File: src/rtl/hsl_pkg.sv
// shared types and constants for the hsl saturation adjust block
`timescale 1ns / 1ps
package hsl_pkg;

  localparam int FRAC_BITS_DEF = 16;
  localparam int PCT_MAX       = 100;
  // floor(x / 25) == (x * 5243) >> 17 for x below 19200
  localparam logic [12:0] RECIP25 = 13'd5243;
  localparam int RECIP_SHIFT   = 17;

  typedef struct packed {
    logic [7:0] blue_in;
    logic [7:0] green_in;
    logic [7:0] red_in;
  } pix_in_t;

  typedef struct packed {
    logic [7:0] blue_out;
    logic [7:0] green_out;
    logic [7:0] red_out;
  } pix_out_t;

  // per-pixel side data carried along the pipeline
  typedef struct packed {
    pix_in_t    pix;
    logic [8:0] sum;
    logic       gray;
    logic       neg;
    logic [6:0] pmag;
  } ctx_t;

  // controls shared by the three channel lanes
  typedef struct packed {
    logic [8:0] sum;
    logic       neg;
    logic [6:0] pmag;
  } lane_ctl_t;

endpackage

File: src/rtl/hsl_lane.sv
// one channel lane: deviation scaling, truncating division and clamping
`timescale 1ns / 1ps
module hsl_lane #(
  parameter int FracBits = hsl_pkg::FRAC_BITS_DEF
) (
  input  logic                  clk_i,
  input  logic                  en_i,
  input  logic [7:0]            c_i,
  input  hsl_pkg::lane_ctl_t    ctl_i,
  input  logic [FracBits+9:0]   gain_i,
  output logic [7:0]            res_o
);
  import hsl_pkg::*;

  localparam int PW = FracBits + 22;

  logic signed [10:0]   dev;
  logic signed [PW-1:0] prod;
  logic signed [19:0]   nn;
  logic [6:0]           kf;

  logic signed [PW-1:0] prod_q;
  logic signed [19:0]   nn_q;
  logic [7:0]           c_q;
  logic                 neg_q;

  logic signed [PW:0]   pos_num;
  logic signed [PW:0]   pos_sh;
  logic [13:0]          nx;
  logic [26:0]          nprod;
  logic [9:0]           nq;
  logic [7:0]           res_d;
  logic [7:0]           res_q;

  // signed deviation from lightness and both branch numerators
  assign dev  = $signed({2'b00, c_i, 1'b0}) - $signed({2'b00, ctl_i.sum});
  assign prod = PW'(dev) * $signed(PW'({1'b0, gain_i}));
  assign kf   = 7'(PCT_MAX) - ctl_i.pmag;
  assign nn   = $signed(20'(ctl_i.sum)) * 20'sd100 + 20'(dev) * $signed(20'(kf));

  always_ff @(posedge clk_i) begin
    if (en_i) begin
      prod_q <= prod;
      nn_q   <= nn;
      c_q    <= c_i;
      neg_q  <= ctl_i.neg;
    end
  end

  // final add, divide and clamp
  assign pos_num = $signed((PW+1)'({c_q, {(FracBits+1){1'b0}}})) + (PW+1)'(prod_q);
  assign pos_sh  = pos_num >>> (FracBits + 1);
  assign nx      = nn_q[16:3];
  assign nprod   = 27'(nx) * 27'(RECIP25);
  assign nq      = nprod[RECIP_SHIFT+9:RECIP_SHIFT];

  always_comb begin
    res_d = 8'd0;
    if (neg_q) begin
      if (nn_q <= 20'sd0)   res_d = 8'd0;
      else if (nq >= 10'd255) res_d = 8'd255;
      else                  res_d = nq[7:0];
    end else begin
      if (pos_num <= 0)                   res_d = 8'd0;
      else if (pos_sh >= (PW+1)'(255))    res_d = 8'd255;
      else                                res_d = pos_sh[7:0];
    end
  end

  always_ff @(posedge clk_i) begin
    if (en_i) begin
      res_q <= res_d;
    end
  end

  assign res_o = res_q;

endmodule

File: config.mk
export PLATFORM = sky130hd
export DESIGN_NAME = hsl_lane
export DESIGN_NICKNAME = d
export VERILOG_FILES = /design/src/rtl/hsl_pkg.sv /design/src/rtl/hsl_lane.sv
export SDC_FILE = /design/constraint.sdc
export NUM_CORES = 1
export LEC_CHECK = 0
export ABC_AREA = 1
export BUFFER_PORTS_ARGS = -buffer_cell sky130_fd_sc_hd__buf_2
export CORE_MARGIN = 2
export CORE_UTILIZATION = 60
export CTS_CLUSTER_SIZE = 10
export DETAILED_ROUTE_END_ITERATION = 7
export GPL_TIMING_DRIVEN = 1
export PLACE_DENSITY = 0.8
export SLEW_MARGIN = 20
export SYNTH_ARGS = -nofsm -noshare
export SYNTH_HDL_FRONTEND = slang
export SYNTH_SLANG_ARGS = --single-unit
File: constraint.sdc
create_clock -name clk_i -period 7.3 [get_ports clk_i]
set_input_delay 1.46 -clock clk_i [delete_from_list [all_inputs] [get_ports clk_i]]
set_output_delay 1.46 -clock clk_i [all_outputs]
set_load 0.05 [all_outputs]
---- Word-level counts from Yosys, hierarchy flattened ----
Cells that the tools add are included.
word-level totals
  flip-flop bits (word level) ............. 74
  input port bits ......................... 53
  output and inout port bits .............. 8
operators by class
  add/sub/neg operators ................... 4
  multipliers ............................. 4
  $lt $le $gt $ge ......................... 4
  multiplexer cells ....................... 5
operators by type and width
  cell                    count
  $mux 8                  5
  $add 26x37->38          1
  $le 38x1->1 const B     1
  $mul 10x27->37          1
  $mul 14x13->27 const B  1
  $ge 21x9->1 const B     1
  $le 20x1->1 const B     1
  $add 17x18->19          1
  $mul 10x8->18           1
  $mul 9x5->14 const B    1
  $ge 10x8->1 const B     1
  $sub 9x9->10            1
  $sub 7x7->7 const A     1

---- Logic depth before layout (Yosys ltp) ----
Gate-level depths: netlist (run 1).
  word-level depth ........................ 5
  gate-level depth with buffers ........... 38
  gate-level depth less buffers ........... 37

---- Worst setup path after synthesis (run 1) ----
No wires, ideal clock.
  kind .................................... input to register
  from .................................... input port ctl_i[10] (netlist bit)
  to ...................................... register nn_q[16] (data pin)
  arrival ................................. 6868 ps
  required time ........................... 7038 ps
  slack ................................... 170 ps
  stages on the path ...................... 25
  path buffers ............................ 0
  path through ............................ ha_1 ha_1 inv_1 fa_1 inv_1 ha_1 a21oi_1 inv_1 a31oi_1 o21ai_0 a21oi_1 o21ai_0 xnor2_1 fa_1 inv_1 fa_1 inv_1 fa_1 inv_1 fa_1 ha_1 a21oi_1 a21boi_0 o21ai_1 xor2_1
on the way
  cells in the longest elaborated chain, start to end .. 3
  elaborated cells between the ends (all ways) .. 4
  classes of those cells .................. add/sub: 2; mul: 2
ends and longest elaborated chain
  element               line            source
  start, declared       hsl_lane.sv:9   input hsl_pkg::lane_ctl_t ctl_i,
  $sub 9x9->10          hsl_lane.sv:36  assign dev = $signed({2'b00, c_i, 1'b0}) - $signed({2'b00, ctl_i.sum});
  $mul 10x8->18         hsl_lane.sv:39  assign nn = $signed(20'(ctl_i.sum)) * 20'sd100 + 20'(dev) * $signed(20'(kf));
  $add 17x18->19 (*)    hsl_lane.sv:39
  via nn[16]            hsl_lane.sv:19  logic signed [19:0] nn;
  end signal, assigned  hsl_lane.sv:44  nn_q <= nn;
  end, declared         hsl_lane.sv:23  logic signed [19:0] nn_q;
Mark *: on every way through the listed nets, which the timed path passes. The rest lies on a longest branch.
A chain may end at the register's enable or synchronous reset.

---- Final worst setup path (run 1) ----
  from .................................... input port ctl_i[10] (netlist bit)
  to ...................................... register prod_q[27] (data pin)
on the way
  cells in the longest elaborated chain, start to end .. 2
ends and longest elaborated chain
  element               line            source
  $sub 9x9->10          hsl_lane.sv:36
  $mul 10x27->37        hsl_lane.sv:37  assign prod = PW'(dev) * $signed(PW'({1'b0, gain_i}));
  via prod[27]          hsl_lane.sv:18  logic signed [PW-1:0] prod;
  end signal, assigned  hsl_lane.sv:43  prod_q <= prod;
  end, declared         hsl_lane.sv:22  logic signed [PW-1:0] prod_q;
The timed path passes the listed nets, and every way through them passes these cells.

==> flow_metrics.tcl, run 1 <==
set metrics [dict create \
    outcome "finished clean" \
    synthCells 2582 \
    grt_pass1_wl_mm 85.4 \
    crit_fanout 7 \
    min_path_cells 5 \
    yosysWarnings 0 \
    cp_data_required_time_ps 7400 \
    finalHoldViolations 0 \
    drv_slew 0 \
    io_pins 61 \
    synthDistinctLibCells 51 \
    met1_length_mm 22.1 \
    rsz0062_at_grt "true" \
    highest_layer "met4" \
    first_pass_iters 7 \
    fin_nets 3455 \
    gp_congestion 0.962 \
    ys_seq_area_share_pct 10.6 \
    slowest_stage "fa_1" \
    max_slew_margin_pct 37.0 \
    numCtsBuffers 9 \
    final_antenna_net_count 0 \
    grt_pass1_vias 17600 \
    cts_tree "built" \
    clock-root-buffer "clkbuf_16" \
    h-tree-depth 3 \
    maxCapViolCount 0 \
    crit_type "in2reg" \
    worst_pin_slew_ps 945 \
    max_freq_mhz 141 \
    antenna_found_initial 2 \
    clk_latency_ps 350 \
    fin_skew_ps 13.8 \
    critPathCaptureType "flip-flop" \
    layout_worst_path_cycle_share_pct 97.2 \
    cpPeakStageDelay_ps 550 \
    wl_per_cell_microns 16.3 \
    met2WireLength_mm 25.5 \
    arrival_ps 7190 \
    synth_nets 3255 \
    numClockSinks 73 \
    syn-cell-area_sq_um 20700 \
    initial_utilization_pct 61.3 \
    areaGrowthSynthToFinish_pct 14.3 \
    first_iter_violations 1238 \
    ys_async_sr_fraction_pct 0 \
    synth_ff_type "edfxtp_1" \
    critical_path.startpoint_type "input pin" \
    num_vias 17200 \
    syn_avg_cell_area_sq_um 8.00 \
    wl_met3_mm 3.38 \
    num_rows 67 \
    setup_viol 0 \
    synth_edf_count 73 \
    cpMostUsedCell "nand2_1" \
    die_area_sq_um 35900 \
    port_buffers 60 \
    grt_start_max_net_pins 74 \
    clk_transition_reported_paths_ps 60 \
    core-area_sq_um 33700 \
    layout_min_cycle_time_ps 7100 \
    remaining_drc_errors 0 \
    wirelength_mm 52.7 \
    viasPerCell 5.31 \
    dp_cells 3200 \
    worst_r2r_path_depth 24 \
    grt_overflow 0 \
    drive_gt1_share_pct 14.6 \
    clock_path_buffers 2 \
    hpwl_mm 44.5 \
    dieWidth_microns 190 \
    ys_seq_elements 73 \
    cts_hold_buf 0 \
    hold_path.class "reg2reg" \
    die_height_microns 190 \
    grt_usage_pct 30.0 \
    final_cells 3238 \
    holdWs_ps 821 \
]
==> cell usage in the layout (no fill, tap or decap), drive strengths merged, types with 16 or more instances in the layout <==
master / count
nor3: 18
xnor2: 20
nor2: 268
nand4: 16
edfxtp: 73
buf: 223
a21oi: 85
o21ai: 41
xor2: 42
fa: 335
inv: 674
nand3: 79
ha: 285
nand2: 547
==> timing repair <==
action,CTS,global route
resized for setup,0,132
setup endpoints to repair,0,28
setup buffers,0,17
==> area by class of cell <==
| type | instances | area [sq um] |
|---|---|---|
| clock buffers | 9 | 225 |
| inverters | 675 | 2540 |
| well taps | 448 | 561 |
| multi-input cells | 1798 | 16300 |
| repair buffers | 225 | 1760 |
| flip-flops and latches | 73 | 2190 |
| diodes | 3 | 7.51 |
| clock inverters | 7 | 83.8 |
| fillers | 2641 | 10100 |
==> worst paths after layout <==
check | startpoint | slack, ps | end
setup / recovery | ctl_i[10] | 200 | prod_q[27]
hold / removal | prod_q[17] | 820 | res_o[0]
setup reg to reg | nn_q[11] | 2080 | res_o[7]
hold reg to reg | prod_q[17] | 820 | res_o[0]
==> synth_stat cells, types with 9 or more instances <==
cell type / instances / area share [%]
nand2_1: 524 / 9.5
nand2_2: 22 / 0.67
nand3b_1: 9 / 0.33
clkbuf_1: 18 / 0.33
nand3_1: 70 / 1.7
nand3_2: 9 / 0.44
a31oi_1: 9 / 0.27
edfxtp_1: 73 / 11
o21ai_0: 33 / 0.80
nor2_2: 13 / 0.39
a21oi_1: 82 / 2.0
nor2_1: 250 / 4.5
nor3_1: 13 / 0.31
fa_1: 335 / 32
xor2_1: 42 / 1.8
ha_1: 285 / 17
nand4_1: 16 / 0.48
inv_1: 662 / 12
xnor2_1: 20 / 0.85
==> sequential cells by signal, indices dropped and copies added (netlist names) <==
signal  cells
res_o       8
c_q         8
prod_q     37
neg_q       1
nn_q       19
==> through the flow <==
| step | TNS, ps | cell area, sq um | utilization (%) | worst slack, ps |
|---|---|---|---|---|
| finish | 0 | 23600 | 70.1 | 205 |
| CTS | 0 | 22900 | 67.9 | 26.2 |
| detailed placement | -4950 | 22600 | 67.0 | -342 |
| global route | -472 | 23600 | 70.1 | -89.8 |
| global placement | -1320 | 22600 | 67.0 | -202 |
| floorplan | 0 | 20700 | - | 170 |
==> metal layers <==
layer  up-vias  GRT usage [%]
met2       603           50.2
met5         -              0
met1      8313           40.2
li1       8162              -
met3       115           3.95
met4         0           10.8
==> logic make-up after synthesis <==
| family | after synthesis | share of synthesized area, % |
|---|---|---|
| AOI/OAI and AO/OA | 160 | 4.38 |
| adders and majority gates | 620 | 49.7 |
| and+or+nand+nor | 956 | 19.6 |
| xor gates and xnor gates | 62 | 2.63 |
| buffers and inverters | 711 | 13.1 |
| DFF | 73 | 10.6 |
==> critical path: cells and delay by family <==
kind                     cells  cell delay, ps
adder cells (fa/ha/maj)      7            2930
AND/OR/NAND/NOR             13            1110
AO/OA/AOI/OAI                6             950
buffers and inverters        6             610
XOR/XNOR                     1             140
Power of run 1 is not shown: default switching activity piles up to over one toggle a cycle in this logic, so the estimate is an artifact.
==> run 2: changes to the inputs <==
- CORE_ASPECT_RATIO: not set -> 1.4
- CORE_UTILIZATION: 60 -> 50
- MAX_ROUTING_LAYER: not set -> met4
- PLACE_DENSITY: 0.8 -> 0.69
==> flow_metrics.tcl, run 2 (synthesis gave the netlist of run 1 again) <==
set metrics [dict create \
    maxCapViolCount 0 \
    crit_fanout 7 \
    die_area_sq_um 43000 \
    reg_top3 "prod_q: 37 flops, nn_q: 19 flops" \
    clk_transition_reported_paths_ps 70 \
    cp_data_required_time_ps 7400 \
    layout_min_cycle_time_ps 7130 \
    grt_usage_pct 27.2 \
    fin_skew_ps 12.7 \
    final_common_cell "inv_1" \
    hpwl_mm 49.0 \
    io_pins 61 \
    cpPeakStageDelay_ps 560 \
    n_fill_cell 3744 \
    dieWidth_microns 176 \
    rsz0062_at_grt "true" \
    clk_latency_ps 360 \
    grt_start_max_net_pins 74 \
    grt_pass1_wl_mm 89.6 \
    remaining_drc_errors 0 \
    crit-reg2reg-capture "res_o[3]" \
    final_cells 3344 \
    fin_nets 3472 \
    post-route-util_pct 58.0 \
    min_path_cells 5 \
    viasPerCell 5.14 \
    max_slew_margin_pct 33.6 \
    place_ws_ps -306 \
    grt_overflow 0 \
    highest_layer "met4" \
    die_height_microns 245 \
    met2WireLength_mm 30.8 \
    r2r_slack_ps 2060 \
    worst_r2r_path_depth 24 \
    crit_path_start "c_i[1]" \
    crit_type "in2reg" \
    final_antenna_net_count 0 \
    stdcell_area_sq_um 23800 \
    cpMostUsedCell "nand2_1" \
    wl_met3_mm 1.35 \
    first_iter_violations 821 \
    grt_pass1_vias 18200 \
    drv_slew 0 \
    finalHoldViolations 0 \
    first_pass_iters 5 \
    port_buffers 60 \
    numClockSinks 73 \
    worstHoldStart "c_q[0]" \
    areaGrowthSynthToFinish_pct 14.9 \
    arrival_ps 7230 \
    drive_gt1_share_pct 14.2 \
    max_freq_mhz 140 \
    met1_length_mm 20.3 \
    setup_ws_ps 174 \
    dpl_cell_area_sq_um 22900 \
    clock_path_buffers 2 \
    final_cell_mix "inv_1 (657), nand2_1 (517), fa_1 (333)" \
    holdPathEnd "res_o[0]" \
    wirelength_mm 55.9 \
    dp_cells 3317 \
    largest_reg_flops 37 \
    hold_path.class "reg2reg" \
    outcome "finished clean" \
    slowest_stage "fa_1" \
    initial_utilization_pct 50.5 \
    gp_congestion 0.997 \
    h-tree-depth 3 \
    r2r-start "nn_q[13]" \
    worst_pin_slew_ps 997 \
    numCtsBuffers 9 \
    core-area_sq_um 41000 \
    wl_per_cell_microns 16.7 \
    setup_viol 0 \
    critical_path.startpoint_type "input pin" \
    cts_tree "built" \
    num_rows 88 \
    clock-root-buffer "clkbuf_16" \
    critPathCaptureType "flip-flop" \
    regMostFlops "prod_q" \
    num_vias 17200 \
    layout_worst_path_cycle_share_pct 97.6 \
    cts_hold_buf 0 \
    antenna_found_initial 1 \
]
[run 2: cell types whose count changed in the layout (fill, tap and decap cells not counted), sizes merged]
cell	change
clkinv	+1
diode	-2
inv	-4
clkbuf	+2
buf	+16
bufinv	+1
[run 2: metal layers]
metal	vias to the layer above	global-route usage [%]
met5	-	-
met4	0	13.3
met3	177	1.57
met2	393	51.9
met1	8435	28.2
li1	8188	-
[run 2: critical path: cells and delay by family]
| family | cells | cell delay [ps] |
|---|---|---|
| adder cells (fa/ha/maj) | 7 | 2970 |
| AND/OR/NAND/NOR | 13 | 1200 |
| buffers and inverters | 8 | 900 |
| AO/OA/AOI/OAI | 3 | 490 |
| XOR/XNOR | 1 | 160 |
[run 2: worst max-delay path by stage]
stage               slack [ps]  cells after the start          to
finish                     170                     32  prod_q[25]
global route              -100                     33  prod_q[32]
CTS                         50                     31  prod_q[32]
detailed placement        -310                     31  prod_q[32]
global placement          -240                     26  prod_q[26]
floorplan                  170                     25    nn_q[16]
[run 2: repair_timing]
item,in CTS,in global routing
buffers inserted,0,9
endpoints found under the hold margin,0,0
endpoints found under the setup margin,0,27
gates resized for setup,0,99
[run 2: per-stage QoR]
step | TNS (ps) | hold slack [ps]
floorplan | 0 | 709
finish | 0 | 858
global route | -801 | 912
detailed placement | -4860 | 866
CTS | 0 | 880
global placement | -2830 | 857
[run 2: layout make-up]
| type | instances | area, sq um | area share [%] |
|---|---|---|---|
| antenna | 1 | 2.50 | 0.0105 |
| inverter | 675 | 2540 | 10.7 |
| tap | 540 | 676 | 2.84 |
| multi-input combinational | 1798 | 16100 | 67.9 |
| clock buffer | 10 | 229 | 0.964 |
| timing repair buffer | 242 | 1890 | 7.96 |
| sequential | 73 | 2190 | 9.23 |
| clock inverter | 5 | 81.3 | 0.342 |
Power of run 2 is left out for the same reason.
==> run 3: changes to the inputs <==
- RECOVER_POWER: not set -> 25
==> flow_metrics.tcl, run 3 (synthesis gave the netlist of run 1 again) <==
set metrics [dict create \
    max_slew_margin_pct 33.1 \
    num_vias 17200 \
    wirelength_mm 55.9 \
    worst_r2r_path_depth 24 \
    remaining_drc_errors 0 \
    fin_nets 3472 \
    reg_top3 "prod_q: 37 flops, nn_q: 19 flops" \
    setup_viol 0 \
    antenna_found_initial 0 \
    gp_congestion 0.997 \
    dp_cells 3317 \
    io_pins 61 \
    final_antenna_net_count 0 \
    crit-reg2reg-capture "res_o[7]" \
    first_pass_iters 8 \
    numCtsBuffers 9 \
    maxCapViolCount 0 \
    tns_ps 0 \
    holdPathEnd "res_o[0]" \
    h-tree-depth 3 \
    cpMostUsedCell "fa_1" \
    largest_reg_flops 37 \
    grt_pass1_wl_mm 89.6 \
    cpPeakStageDelay_ps 610 \
    r2r_slack_ps 2060 \
    hpwl_mm 49.0 \
    port_buffers 60 \
    grt_start_max_net_pins 74 \
    final_cells 3343 \
    cp_data_required_time_ps 7400 \
    final_common_cell "inv_1" \
    first_iter_violations 901 \
    max_freq_mhz 141 \
    drive_gt1_share_pct 14.1 \
    drv_slew 0 \
    layout_worst_path_cycle_share_pct 97.5 \
    n_fill_cell 3744 \
    critical_path.startpoint_type "input pin" \
    worstHoldStart "c_q[0]" \
    cts_tree "built" \
    arrival_ps 7220 \
    initial_utilization_pct 50.5 \
    numClockSinks 73 \
    grt_usage_pct 27.2 \
    rsz0062_at_grt "true" \
    outcome "finished clean" \
    num_rows 88 \
    diodes 0 \
    layout_min_cycle_time_ps 7120 \
    final_cell_mix "inv_1 (657), nand2_1 (517), fa_1 (333)" \
    clock_path_buffers 2 \
    hold_path.class "reg2reg" \
    r2r-start "nn_q[13]" \
    wl_per_cell_microns 16.7 \
    cts_hold_buf 0 \
    core-area_sq_um 41000 \
    dieWidth_microns 176 \
    crit_type "in2reg" \
    clock-root-buffer "clkbuf_16" \
    crit_fanout 7 \
    die_area_sq_um 43000 \
    min_path_cells 5 \
    critPathCaptureType "flip-flop" \
    grt_pass1_vias 18200 \
    areaGrowthSynthToFinish_pct 14.9 \
    regMostFlops "prod_q" \
    clk_latency_ps 360 \
    slowest_stage "fa_1" \
    grt_overflow 0 \
    post-route-util_pct 58.0 \
    clk_transition_reported_paths_ps 70 \
    worst_pin_slew_ps 1000 \
    die_height_microns 245 \
    fin_skew_ps 13.0 \
    finalHoldViolations 0 \
    viasPerCell 5.14 \
]
## run 3: per-stage QoR
| step | hold slack [ps] | cell area (sq um) | setup WS, ps |
|---|---|---|---|
| 6_report | 859 | 23800 | 184 |
| 2_1_floorplan | 709 | 20700 | 170 |
| 3_3_place_gp | 857 | 22900 | -237 |
| 5_1_grt | 912 | 23800 | -99.0 |
| 4_1_cts | 880 | 23200 | 52.6 |
| 3_5_place_dp | 866 | 22900 | -306 |
## run 3: timing repair
action / 4_1_cts / 5_1_grt
setup buffers: 0 / 9
endpoints found under the hold margin: 0 / 0
gates resized for setup: 0 / 99
endpoints found under the setup margin: 0 / 27
## run 3: worst max path at each step
stage,from,end,slack (ps),depth (start not counted)
floorplan,ctl_i[10],nn_q[16],170,25
global placement,c_i[1],prod_q[26],-240,26
detailed placement,c_i[1],prod_q[32],-310,31
CTS,c_i[1],prod_q[32],50,31
global route,c_i[2],prod_q[32],-100,33
finish,c_i[1],prod_q[26],180,29
## run 3: layout make-up
class	instances	area [sq um]	area share (%)
sequential	73	2190	9.23
clock buffer	10	229	0.964
timing repair buffer	242	1890	7.96
tap	540	676	2.84
multi-input combinational	1798	16100	68.0
inverter	675	2540	10.7
clock inverter	5	81.3	0.342
## run 3: layer usage
layer  global-route usage (%)  vias up  wire (microns)
met3                     1.57      183            1500
met1                     28.2     8404           20200
met2                     51.9      408           30800
li1                         -     8190               -
met5                        -        -               0
met4                     13.3        0            3410
## run 3: critical path, delay by kind of cell
family                   cells  cell delay [ps]
AND/OR/NAND/NOR              7              670
XOR/XNOR                     1               90
adder cells (fa/ha/maj)      7             3170
buffers and inverters        6              630
AO/OA/AOI/OAI                8             1180
Power of run 3 is left out for the same reason.
